$ cat src/dre_pkg.sv
// ----------------------------------------------------------------------------
// dre_pkg
// shared types, constants, microcode step codes and helper functions for the
// date to clock image and epoch seconds block
// ----------------------------------------------------------------------------
package dre_pkg;

  localparam int unsigned EPOCH_YEAR_DEF = 1970;
  localparam int unsigned UPC_W          = 4;

  localparam logic [31:0] SEC_PER_DAY  = 32'd86400;
  localparam logic [31:0] SEC_YEAR     = 32'd31536000;  // 365 days
  localparam logic [31:0] SEC_LEAPYEAR = 32'd31622400;  // 366 days
  localparam logic [7:0]  BCD_SAT      = 8'h99;
  localparam logic [6:0]  BCD_MAX      = 7'd99;
  localparam logic [3:0]  MONTHS_MAX   = 4'd12;
  localparam logic [3:0]  WEEK_DAYS    = 4'd7;
  localparam logic [2:0]  WEEKDAY_OFS  = 3'd4;  // epoch day zero is a thursday

  // seconds per day is 675 << 7; days = ((secs >> 7) * ceil(2^35 / 675)) >> 35
  localparam int unsigned DAY_SHIFT    = 7;
  localparam logic [25:0] DAY_RECIP    = 26'd50903317;
  localparam int unsigned RECIP_SHIFT  = 35;

  // microcode step addresses
  localparam logic [UPC_W-1:0] S_IDLE      = 4'd0;
  localparam logic [UPC_W-1:0] S_INIT      = 4'd1;
  localparam logic [UPC_W-1:0] S_HOUR      = 4'd2;
  localparam logic [UPC_W-1:0] S_DAY       = 4'd3;
  localparam logic [UPC_W-1:0] S_MON_TEST  = 4'd4;
  localparam logic [UPC_W-1:0] S_MON_LOOP  = 4'd5;
  localparam logic [UPC_W-1:0] S_LEAP      = 4'd6;
  localparam logic [UPC_W-1:0] S_YEAR_TEST = 4'd7;
  localparam logic [UPC_W-1:0] S_YEAR_LOOP = 4'd8;
  localparam logic [UPC_W-1:0] S_DAY_MUL   = 4'd9;
  localparam logic [UPC_W-1:0] S_DAY_MOD   = 4'd10;
  localparam logic [UPC_W-1:0] S_OUT       = 4'd11;
  localparam logic [UPC_W-1:0] S_OUT_WAIT  = 4'd12;

  typedef enum logic [3:0] {
    OP_NOP,
    OP_INIT,
    OP_ADD_HOUR,
    OP_ADD_DAY,
    OP_ADD_MONTH,
    OP_ADD_LEAP,
    OP_ADD_YEAR,
    OP_DAY_MUL,
    OP_DAY_MOD,
    OP_LOAD_OUT
  } op_e;

  typedef enum logic [3:0] {
    COND_NEVER,
    COND_ALWAYS,
    COND_NO_ITEM,
    COND_MONTHS_DONE,
    COND_MORE_MONTHS,
    COND_YEARS_DONE,
    COND_MORE_YEARS,
    COND_OUT_FREE
  } cond_e;

  typedef struct packed {
    op_e              op;
    cond_e            cond;
    logic [UPC_W-1:0] target;
  } ctrl_t;

  typedef struct packed {
    logic months_done;
    logic more_months;
    logic years_done;
    logic more_years;
    logic out_free;
  } stat_t;

  // seconds in a whole month, index 0 is january, non-leap
  function automatic logic [31:0] month_secs(input logic [3:0] idx);
    logic [31:0] r;
    case (idx)
      4'd0:    r = 32'd31 * SEC_PER_DAY;
      4'd1:    r = 32'd28 * SEC_PER_DAY;
      4'd2:    r = 32'd31 * SEC_PER_DAY;
      4'd3:    r = 32'd30 * SEC_PER_DAY;
      4'd4:    r = 32'd31 * SEC_PER_DAY;
      4'd5:    r = 32'd30 * SEC_PER_DAY;
      4'd6:    r = 32'd31 * SEC_PER_DAY;
      4'd7:    r = 32'd31 * SEC_PER_DAY;
      4'd8:    r = 32'd30 * SEC_PER_DAY;
      4'd9:    r = 32'd31 * SEC_PER_DAY;
      4'd10:   r = 32'd30 * SEC_PER_DAY;
      4'd11:   r = 32'd31 * SEC_PER_DAY;
      default: r = 32'd0;
    endcase
    return r;
  endfunction

  // two bcd digits, saturating above 99
  function automatic logic [7:0] to_bcd2(input logic [6:0] v);
    logic [14:0] p;
    logic [3:0]  tens;
    logic [3:0]  ones;
    p    = 15'(v) * 15'd205;  // v / 10 by reciprocal
    tens = p[14:11];
    ones = 4'(v - 7'(tens) * 7'd10);
    if (v > BCD_MAX) begin
      return BCD_SAT;
    end
    return {tens, ones};
  endfunction

  // day count mod 7 by summing octal digits, 8 is 1 mod 7
  function automatic logic [2:0] mod7_16(input logic [15:0] d);
    logic [5:0] s1;
    logic [3:0] s2;
    s1 = 6'(d[2:0]) + 6'(d[5:3]) + 6'(d[8:6]) + 6'(d[11:9]) + 6'(d[14:12]) + 6'(d[15]);
    s2 = 4'(s1[2:0]) + 4'(s1[5:3]);
    if (s2 >= WEEK_DAYS) begin
      s2 = s2 - WEEK_DAYS;
    end
    return s2[2:0];
  endfunction

  // day index mod 7 to weekday, 1 is sunday
  function automatic logic [2:0] weekday_of(input logic [2:0] r7);
    logic [3:0] t;
    t = 4'(r7) + 4'(WEEKDAY_OFS);
    if (t >= WEEK_DAYS) begin
      t = t - WEEK_DAYS;
    end
    return 3'(t + 4'd1);
  endfunction

endpackage

$ cat src/dre_urom.sv
// ----------------------------------------------------------------------------
// dre_urom
// microcode rom: one control word per step address
// ----------------------------------------------------------------------------
module dre_urom (
  input  logic [dre_pkg::UPC_W-1:0] upc_i,
  output dre_pkg::ctrl_t            ctrl_o
);

  always_comb begin
    case (upc_i)
      dre_pkg::S_IDLE:      ctrl_o = '{dre_pkg::OP_NOP,       dre_pkg::COND_NO_ITEM,
                                       dre_pkg::S_IDLE};
      dre_pkg::S_INIT:      ctrl_o = '{dre_pkg::OP_INIT,      dre_pkg::COND_NEVER,
                                       dre_pkg::S_IDLE};
      dre_pkg::S_HOUR:      ctrl_o = '{dre_pkg::OP_ADD_HOUR,  dre_pkg::COND_NEVER,
                                       dre_pkg::S_IDLE};
      dre_pkg::S_DAY:       ctrl_o = '{dre_pkg::OP_ADD_DAY,   dre_pkg::COND_NEVER,
                                       dre_pkg::S_IDLE};
      dre_pkg::S_MON_TEST:  ctrl_o = '{dre_pkg::OP_NOP,       dre_pkg::COND_MONTHS_DONE,
                                       dre_pkg::S_LEAP};
      dre_pkg::S_MON_LOOP:  ctrl_o = '{dre_pkg::OP_ADD_MONTH, dre_pkg::COND_MORE_MONTHS,
                                       dre_pkg::S_MON_LOOP};
      dre_pkg::S_LEAP:      ctrl_o = '{dre_pkg::OP_ADD_LEAP,  dre_pkg::COND_NEVER,
                                       dre_pkg::S_IDLE};
      dre_pkg::S_YEAR_TEST: ctrl_o = '{dre_pkg::OP_NOP,       dre_pkg::COND_YEARS_DONE,
                                       dre_pkg::S_DAY_MUL};
      dre_pkg::S_YEAR_LOOP: ctrl_o = '{dre_pkg::OP_ADD_YEAR,  dre_pkg::COND_MORE_YEARS,
                                       dre_pkg::S_YEAR_LOOP};
      dre_pkg::S_DAY_MUL:   ctrl_o = '{dre_pkg::OP_DAY_MUL,   dre_pkg::COND_NEVER,
                                       dre_pkg::S_IDLE};
      dre_pkg::S_DAY_MOD:   ctrl_o = '{dre_pkg::OP_DAY_MOD,   dre_pkg::COND_NEVER,
                                       dre_pkg::S_IDLE};
      dre_pkg::S_OUT:       ctrl_o = '{dre_pkg::OP_LOAD_OUT,  dre_pkg::COND_OUT_FREE,
                                       dre_pkg::S_IDLE};
      dre_pkg::S_OUT_WAIT:  ctrl_o = '{dre_pkg::OP_NOP,       dre_pkg::COND_ALWAYS,
                                       dre_pkg::S_OUT};
      default:              ctrl_o = '{dre_pkg::OP_NOP,       dre_pkg::COND_ALWAYS,
                                       dre_pkg::S_IDLE};
    endcase
  end

endmodule

$ cat src/dre_seq.sv
// ----------------------------------------------------------------------------
// dre_seq
// step counter with conditional jumps, input handshake
// ----------------------------------------------------------------------------
module dre_seq (
  input  logic                      clk_i,
  input  logic                      rst_ni,
  input  logic                      in_valid_i,
  output logic                      in_stall_o,
  output logic                      accept_o,
  input  dre_pkg::stat_t            stat_i,
  input  dre_pkg::ctrl_t            ctrl_i,
  output logic [dre_pkg::UPC_W-1:0] upc_o
);

  logic [dre_pkg::UPC_W-1:0] upc_q;
  logic [dre_pkg::UPC_W-1:0] upc_d;
  logic                      take;

  assign in_stall_o = (upc_q != dre_pkg::S_IDLE);
  assign accept_o   = (upc_q == dre_pkg::S_IDLE) && in_valid_i;
  assign upc_o      = upc_q;

  always_comb begin
    case (ctrl_i.cond)
      dre_pkg::COND_NEVER:       take = 1'b0;
      dre_pkg::COND_ALWAYS:      take = 1'b1;
      dre_pkg::COND_NO_ITEM:     take = !in_valid_i;
      dre_pkg::COND_MONTHS_DONE: take = stat_i.months_done;
      dre_pkg::COND_MORE_MONTHS: take = stat_i.more_months;
      dre_pkg::COND_YEARS_DONE:  take = stat_i.years_done;
      dre_pkg::COND_MORE_YEARS:  take = stat_i.more_years;
      dre_pkg::COND_OUT_FREE:    take = stat_i.out_free;
      default:                   take = 1'b1;
    endcase
    upc_d = take ? ctrl_i.target : upc_q + 1'b1;
  end

  always_ff @(posedge clk_i or negedge rst_ni) begin
    if (!rst_ni) begin
      upc_q <= dre_pkg::S_IDLE;
    end else begin
      upc_q <= upc_d;
    end
  end

endmodule

$ cat src/dre_dp.sv
// ----------------------------------------------------------------------------
// dre_dp
// datapath: seconds accumulator, month and year counters, day count by
// reciprocal multiply with a mod-7 fold, output register
// ----------------------------------------------------------------------------
module dre_dp #(
  parameter int unsigned EPOCH_YEAR = dre_pkg::EPOCH_YEAR_DEF
) (
  input  logic           clk_i,
  input  logic           rst_ni,
  input  logic           accept_i,
  input  dre_pkg::ctrl_t ctrl_i,
  output dre_pkg::stat_t stat_o,
  input  logic [5:0]     second_value_i,
  input  logic [5:0]     minute_value_i,
  input  logic [4:0]     hour_value_i,
  input  logic [4:0]     day_of_month_i,
  input  logic [3:0]     month_value_i,
  input  logic [11:0]    full_year_i,
  output logic           out_valid_o,
  input  logic           out_stall_i,
  output logic [7:0]     second_bcd_o,
  output logic [7:0]     minute_bcd_o,
  output logic [7:0]     hour_bcd_o,
  output logic [7:0]     date_bcd_o,
  output logic [7:0]     month_bcd_o,
  output logic [7:0]     year_low_bcd_o,
  output logic [7:0]     century_bcd_o,
  output logic [2:0]     weekday_number_o,
  output logic [31:0]    epoch_seconds_o
);

  localparam logic [11:0] EPOCH_Y   = 12'(EPOCH_YEAR);

  // captured word
  logic [5:0]  sec_q;
  logic [5:0]  min_q;
  logic [4:0]  hour_q;
  logic [4:0]  day_q;
  logic [3:0]  mon_q;
  logic [11:0] yr_q;

  logic [5:0]  cent_q;
  logic [6:0]  ylo_q;
  logic [31:0] acc_q;
  logic [11:0] y_q;
  logic [3:0]  mcnt_q;
  logic [50:0] prod_q;
  logic [2:0]  r7_q;

  logic        out_valid_q;
  logic [7:0]  sec_bcd_q;
  logic [7:0]  min_bcd_q;
  logic [7:0]  hour_bcd_q;
  logic [7:0]  date_bcd_q;
  logic [7:0]  mon_bcd_q;
  logic [7:0]  ylo_bcd_q;
  logic [7:0]  cent_bcd_q;
  logic [2:0]  wday_q;
  logic [31:0] es_q;

  logic [3:0]  full_months;
  logic [24:0] cent_prod;
  logic [12:0] y_next;
  logic        load_out;

  always_comb begin
    // whole months before the current one, capped at a full year
    if (mon_q == 4'd0) begin
      full_months = 4'd0;
    end else if (mon_q - 4'd1 > dre_pkg::MONTHS_MAX) begin
      full_months = dre_pkg::MONTHS_MAX;
    end else begin
      full_months = mon_q - 4'd1;
    end
    cent_prod = 25'(yr_q) * 25'd5243;  // yr / 100 by reciprocal
    y_next    = 13'(y_q) + 13'd1;
    load_out  = (ctrl_i.op == dre_pkg::OP_LOAD_OUT) && stat_o.out_free;
  end

  assign stat_o.months_done = (mcnt_q >= full_months);
  assign stat_o.more_months = (5'(mcnt_q) + 5'd1 < 5'(full_months));
  assign stat_o.years_done  = (y_q >= yr_q);
  assign stat_o.more_years  = (y_next < 13'(yr_q));
  assign stat_o.out_free    = !out_valid_q || !out_stall_i;

  always_ff @(posedge clk_i) begin
    if (accept_i) begin
      sec_q  <= second_value_i;
      min_q  <= minute_value_i;
      hour_q <= hour_value_i;
      day_q  <= day_of_month_i;
      mon_q  <= month_value_i;
      yr_q   <= full_year_i;
    end
    case (ctrl_i.op)
      dre_pkg::OP_INIT: begin
        acc_q  <= 32'(sec_q) + 32'(12'(min_q) * 12'd60);
        cent_q <= cent_prod[24:19];
        y_q    <= EPOCH_Y;
        mcnt_q <= 4'd0;
      end
      dre_pkg::OP_ADD_HOUR: begin
        acc_q <= acc_q + 32'(17'(hour_q) * 17'd3600);
        ylo_q <= 7'(yr_q - 12'(cent_q) * 12'd100);
      end
      dre_pkg::OP_ADD_DAY: begin
        // day of month counts from one; day zero wraps
        acc_q <= acc_q + 32'(day_q) * dre_pkg::SEC_PER_DAY - dre_pkg::SEC_PER_DAY;
      end
      dre_pkg::OP_ADD_MONTH: begin
        acc_q  <= acc_q + dre_pkg::month_secs(mcnt_q);
        mcnt_q <= mcnt_q + 4'd1;
      end
      dre_pkg::OP_ADD_LEAP: begin
        if (yr_q[1:0] == 2'd0 && mon_q > 4'd2) begin
          acc_q <= acc_q + dre_pkg::SEC_PER_DAY;
        end
      end
      dre_pkg::OP_ADD_YEAR: begin
        acc_q <= acc_q + ((y_q[1:0] == 2'd0) ? dre_pkg::SEC_LEAPYEAR : dre_pkg::SEC_YEAR);
        y_q   <= y_next[11:0];
      end
      dre_pkg::OP_DAY_MUL: begin
        // exact quotient by 675 for any 25-bit value
        prod_q <= 51'(acc_q[31:dre_pkg::DAY_SHIFT]) * 51'(dre_pkg::DAY_RECIP);
      end
      dre_pkg::OP_DAY_MOD: begin
        r7_q <= dre_pkg::mod7_16(prod_q[dre_pkg::RECIP_SHIFT +: 16]);
      end
      default: begin
      end
    endcase
    if (load_out) begin
      sec_bcd_q  <= dre_pkg::to_bcd2(7'(sec_q));
      min_bcd_q  <= dre_pkg::to_bcd2(7'(min_q));
      hour_bcd_q <= dre_pkg::to_bcd2(7'(hour_q));
      date_bcd_q <= dre_pkg::to_bcd2(7'(day_q));
      mon_bcd_q  <= dre_pkg::to_bcd2(7'(mon_q));
      ylo_bcd_q  <= dre_pkg::to_bcd2(ylo_q);
      cent_bcd_q <= dre_pkg::to_bcd2(7'(cent_q));
      wday_q     <= dre_pkg::weekday_of(r7_q);
      es_q       <= acc_q;
    end
  end

  always_ff @(posedge clk_i or negedge rst_ni) begin
    if (!rst_ni) begin
      out_valid_q <= 1'b0;
    end else if (load_out) begin
      out_valid_q <= 1'b1;
    end else if (!out_stall_i) begin
      out_valid_q <= 1'b0;
    end
  end

  assign out_valid_o      = out_valid_q;
  assign second_bcd_o     = sec_bcd_q;
  assign minute_bcd_o     = min_bcd_q;
  assign hour_bcd_o       = hour_bcd_q;
  assign date_bcd_o       = date_bcd_q;
  assign month_bcd_o      = mon_bcd_q;
  assign year_low_bcd_o   = ylo_bcd_q;
  assign century_bcd_o    = cent_bcd_q;
  assign weekday_number_o = wday_q;
  assign epoch_seconds_o  = es_q;

endmodule

$ cat src/date_to_rtc_image_and_epoch_top.sv
// ----------------------------------------------------------------------------
// date_to_rtc_image_and_epoch_top
// binary calendar time to clock register image, epoch seconds and weekday
// ----------------------------------------------------------------------------
// input channel: in_valid_i / in_stall_o carry one calendar word (second,
// minute, hour, day, month, four-digit year). output channel: out_valid_o /
// out_stall_i carry one result word: seven bcd register fields, the weekday
// (1 is sunday) and the seconds since 1 january of EPOCH_YEAR.
// a word is taken on a clock edge with valid high and stall low.
// one input word gives exactly one output word. a small microcode program
// steps a shared adder: four setup steps, one step per whole month (up to
// 12), one step per year between EPOCH_YEAR and the given year, then a
// reciprocal multiply and a mod-7 fold of the day count for the weekday.
// years before EPOCH_YEAR count as zero year steps, and the year loop
// dominates the time a word takes. in_stall_o is low only while the
// sequencer sits at its idle step, which it returns to as soon as the
// result is placed in the output register. a stalled result stays in the
// output register; the next word can be taken and worked on meanwhile,
// and waits in the output steps until the register frees up. reset
// empties the output register and returns the sequencer to idle.
// ----------------------------------------------------------------------------
module date_to_rtc_image_and_epoch_top #(
  parameter int unsigned EPOCH_YEAR = dre_pkg::EPOCH_YEAR_DEF
) (
  input  logic        clk_i,
  input  logic        rst_ni,
  input  logic        in_valid_i,
  output logic        in_stall_o,
  input  logic [5:0]  second_value_i,
  input  logic [5:0]  minute_value_i,
  input  logic [4:0]  hour_value_i,
  input  logic [4:0]  day_of_month_i,
  input  logic [3:0]  month_value_i,
  input  logic [11:0] full_year_i,
  output logic        out_valid_o,
  input  logic        out_stall_i,
  output logic [7:0]  second_bcd_o,
  output logic [7:0]  minute_bcd_o,
  output logic [7:0]  hour_bcd_o,
  output logic [7:0]  date_bcd_o,
  output logic [7:0]  month_bcd_o,
  output logic [7:0]  year_low_bcd_o,
  output logic [7:0]  century_bcd_o,
  output logic [2:0]  weekday_number_o,
  output logic [31:0] epoch_seconds_o
);

  logic [dre_pkg::UPC_W-1:0] upc;
  dre_pkg::ctrl_t            ctrl;
  dre_pkg::stat_t            stat;
  logic                      accept;

  dre_urom u_urom (
    .upc_i  (upc),
    .ctrl_o (ctrl)
  );

  dre_seq u_seq (
    .clk_i      (clk_i),
    .rst_ni     (rst_ni),
    .in_valid_i (in_valid_i),
    .in_stall_o (in_stall_o),
    .accept_o   (accept),
    .stat_i     (stat),
    .ctrl_i     (ctrl),
    .upc_o      (upc)
  );

  dre_dp #(
    .EPOCH_YEAR (EPOCH_YEAR)
  ) u_dp (
    .clk_i            (clk_i),
    .rst_ni           (rst_ni),
    .accept_i         (accept),
    .ctrl_i           (ctrl),
    .stat_o           (stat),
    .second_value_i   (second_value_i),
    .minute_value_i   (minute_value_i),
    .hour_value_i     (hour_value_i),
    .day_of_month_i   (day_of_month_i),
    .month_value_i    (month_value_i),
    .full_year_i      (full_year_i),
    .out_valid_o      (out_valid_o),
    .out_stall_i      (out_stall_i),
    .second_bcd_o     (second_bcd_o),
    .minute_bcd_o     (minute_bcd_o),
    .hour_bcd_o       (hour_bcd_o),
    .date_bcd_o       (date_bcd_o),
    .month_bcd_o      (month_bcd_o),
    .year_low_bcd_o   (year_low_bcd_o),
    .century_bcd_o    (century_bcd_o),
    .weekday_number_o (weekday_number_o),
    .epoch_seconds_o  (epoch_seconds_o)
  );

endmodule

$ cat config.mk
export PLATFORM = sky130hd
export DESIGN_NAME = date_to_rtc_image_and_epoch_top
export DESIGN_NICKNAME = d
export VERILOG_FILES = /design/src/dre_pkg.sv /design/src/dre_urom.sv /design/src/dre_seq.sv /design/src/dre_dp.sv /design/src/date_to_rtc_image_and_epoch_top.sv
export SDC_FILE = /design/constraint.sdc
export NUM_CORES = 2
export LEC_CHECK = 0
export BUFFER_PORTS_ARGS = -buffer_cell sky130_fd_sc_hd__buf_2
export CAP_MARGIN = 20
export CORE_MARGIN = 10
export CORE_UTILIZATION = 35
export DETAILED_ROUTE_END_ITERATION = 7
export SLEW_MARGIN = 25
export SYNTH_ARGS = -nofsm -noshare
export SYNTH_HDL_FRONTEND = slang
export SYNTH_SLANG_ARGS = --single-unit
$ cat constraint.sdc
create_clock -name clk_i -period 8.4 [get_ports clk_i]
set_clock_uncertainty 0.1 [all_clocks]
set_input_delay 1.68 -clock clk_i [delete_from_list [all_inputs] [get_ports clk_i]]
set_output_delay 1.68 -clock clk_i [all_outputs]
set_load 0.02 [all_outputs]
==> results.cfg <==
[outcome]
outcome = finished clean

[floorplanning]
fp.dieArea_um2 = 98300
die_y_um = 313
core_um2 = 85300
fp.dieW_um = 313
ios = 135
start_util_pct = 35.3
num_rows = 107

[setup_path]
crit_path_max_fanout = 11
worst-setup-path-type = flop to flop
crit_chain = inv_1 -> ha_1 -> inv_1 -> ha_1 -> inv_1 -> fa_1 -> inv_1 -> fa_1 -> fa_1 -> inv_1 -> fa_1 -> inv_1 -> ha_1 -> ha_1 -> a2111oi_1 -> a21oi_1 -> nor3_2 -> o21ai_1 -> a31oi_1 -> o21bai_1 -> xor2_1
cp.required_ns = 8.65
path_common_cell = inv_1
cp-end-kind = flop
crit_path_max_incr_delay_ns = 0.72
cp.arrival_ns = 7.34
start_kind = flop
critical_path.slowest_cell = edfxtp_1
cp_top_family = adder cells
cp.buffers_inverters = 6

[layout]
antenna_cells = 0
drive_gt1_share_pct = 7.95
fin_nets = 4115
finalInstanceArea_um2 = 33300
final_core_util_pct = 39.0
fillers = 8506
area_delta_synth_final_pct = 10.4

[hold_path]
hp-class = flop to flop

[yosys]
ys_seq_area_share_pct = 20.7
ys.flop_type = edfxtp_1
synth_top_area_share_pct = 30.0
synth_top_area_cell = ha_1
netlist_area_um2 = 30100
synth_cell_type_count = 84
syn-mean-instance-area_um2 = 10.4
ys_ff_latch = 211
async_flop_share_pct = 2.37
ys_warn_count = 0
synth_edf_count = 199
syn-instance-count = 2905
synth_area_leaders = ha_1 (30%), edfxtp_1 (20%), fa_1 (19%)

[grt]
grt_most_used_layer = met2
grt_overflow_total = 0
grt_max_degree = 43
met1_usage_pct = 18.0
grt_first_pass_wirelength_mm = 115
antenna_found_initial = 1
grtUsageMet2_pct = 26.3
gr-usage-met3_pct = 1.86
grt_pass1_vias = 21400
grtUsageTotal_pct = 14.5

[clock_tree]
path_clk_slew_ns = 0.06
post-cts-setup-buffers = 0
hold_buffers = 0
cts_sinks = 211
clk_latency_ns = 0.62
clock_path_buffers = 3
clockRootBuffer = clkbuf_16
cts_tree = yes
htreeDepth = 1
ctsResizeCount = 0
numCtsBuffers = 30

[drt]
routed_via_density = 4.80
wl_per_cell_um = 16.8
dr.first_iter.drc_count = 874
ant_nets = 0
drt-pass1-iter-count = 5
drc = 0
wl_mm = 71.1
num_vias = 20300

[sta]
finalSetupViolCount = 0
tns_ns = 0
fmax_mhz = 141
rsz0062_at_grt = false
slew_headroom_pct = 32.0
slew_viol_final = 0
period_needed_ns = 7.09
tightestPinTransition_ns = 1.02
hold_viol = 0
layout_setup_ws_ns = 1.31
layout_worst_path_cycle_share_pct = 84.4

[placed_design]
io_buffer_count = 124
dpl.hpwl_mm = 59.7
post_dp_cell_area_um2 = 32300
gp_congestion = 0.901
post-place-ws_ns = 1.24

[run]
drv_cap = 0
## path summary, 6_finish.rpt
kind,end,from,depth (start not counted),slack [ns]
max,u_dp.prod_q[49],u_dp.acc_q[30],21,1.31
min,u_dp.epoch_seconds_o[3],u_dp.acc_q[3],0,0.35
max reg2reg,u_dp.prod_q[49],u_dp.acc_q[30],21,1.31
min reg2reg,u_dp.epoch_seconds_o[3],u_dp.acc_q[3],0,0.35
max in group asynchronous,u_seq.upc_o[2],rst_ni,1,7.27
min in group asynchronous,u_seq.upc_o[0],rst_ni,1,0.79
## final cells by class
| class | count | area [µm²] | share of cell area, % |
|---|---|---|---|
| clock buffer | 36 | 793 | 2.38 |
| clock inverter | 19 | 223 | 0.669 |
| inverter | 680 | 2550 | 7.67 |
| multi-input combinational | 1994 | 21300 | 63.9 |
| sequential | 211 | 6240 | 18.8 |
| tap | 1144 | 1430 | 4.30 |
| timing repair buffer | 142 | 756 | 2.27 |
## per-stage QoR
step | cells | hold slack, ns
detailed placement | 4171 | 0.336
global route | 4226 | 0.377
finish | 4226 | 0.352
global placement | 4171 | 0.336
CTS | 4226 | 0.352
floorplan | 2914 | 0.327
## worst reg2reg max path, delay by kind of cell (launching register included)
family | cells | cell delay [ns]
fa+ha+maj | 8 | 3.37
compound gates | 5 | 1.67
flops | 1 | 0.72
buf+inv | 6 | 0.53
simple gates | 1 | 0.30
xor+xnor | 1 | 0.14
## cell families (layout without fill, tap and decap cells)
group	Yosys count	after routing	synth area share, %
adder cells (fa/ha/maj)	1014	1014	49.3
buffers and inverters	709	877	8.98
AO/OA/AOI/OAI	429	429	9.65
AND/OR/NAND/NOR	355	355	5.87
flip-flops	211	211	20.7
XOR/XNOR	178	178	5.17
multiplexers	8	8	0.278
other	1	10	0.0124
## layer usage
layer	routed length [µm]	part of all wire [%]
met2	35500	50
met5	13	0.018
met3	2380	3.3
met1	31400	44
met4	1800	2.5
## cell usage after synthesis (5+ instances only)
master / instances
clkbuf_1: 13
fa_1: 291
and2_1: 9
nand2b_1: 16
a22oi_1: 9
and3_1: 17
a22o_1: 6
xor2_1: 59
o211ai_1: 13
buf_2: 6
nor2b_1: 19
ha_1: 723
o221ai_1: 9
nor3_1: 22
o22ai_1: 8
edfxtp_1: 199
dfrtp_1: 5
mux2i_1: 5
a21o_1: 60
a2111oi_0: 5
inv_1: 680
nand2_1: 98
o21ai_0: 67
nand4_1: 21
a31oi_1: 17
nor2_1: 73
a211oi_1: 12
nand3_1: 32
a21oi_1: 121
or3_1: 6
o21bai_1: 21
or2_2: 22
buf_4: 10
o21a_1: 14
dfxtp_1: 7
o31ai_1: 8
xnor2_1: 119
## state kept, by name (all words and copies together) (netlist names), 7 cells and up, named ones only
signal and count:
u_dp.year_low_bcd_o 8, u_dp.yr_q 12, u_dp.ylo_q 7, u_dp.minute_bcd_o 7, u_dp.y_q 12, u_dp.epoch_seconds_o 32
u_dp.prod_q 16, u_dp.century_bcd_o 7, u_dp.acc_q 32, u_dp.second_bcd_o 7
## cells in the final DEF, fill, tap and decap left out, types with 32 or more instances in the layout
cell,count
xor2_1,59
a21oi_1,119
o21ai_0,67
nand2_1,98
nand3_1,32
nor2_1,72
ha_1,723
inv_1,680
xnor2_1,119
a21o_1,60
buf_2,124
fa_1,291
edfxtp_1,199
Power is left out: the tool's default activity adds up to more than one toggle a clock period on the data nets, which glitch-free logic cannot reach.
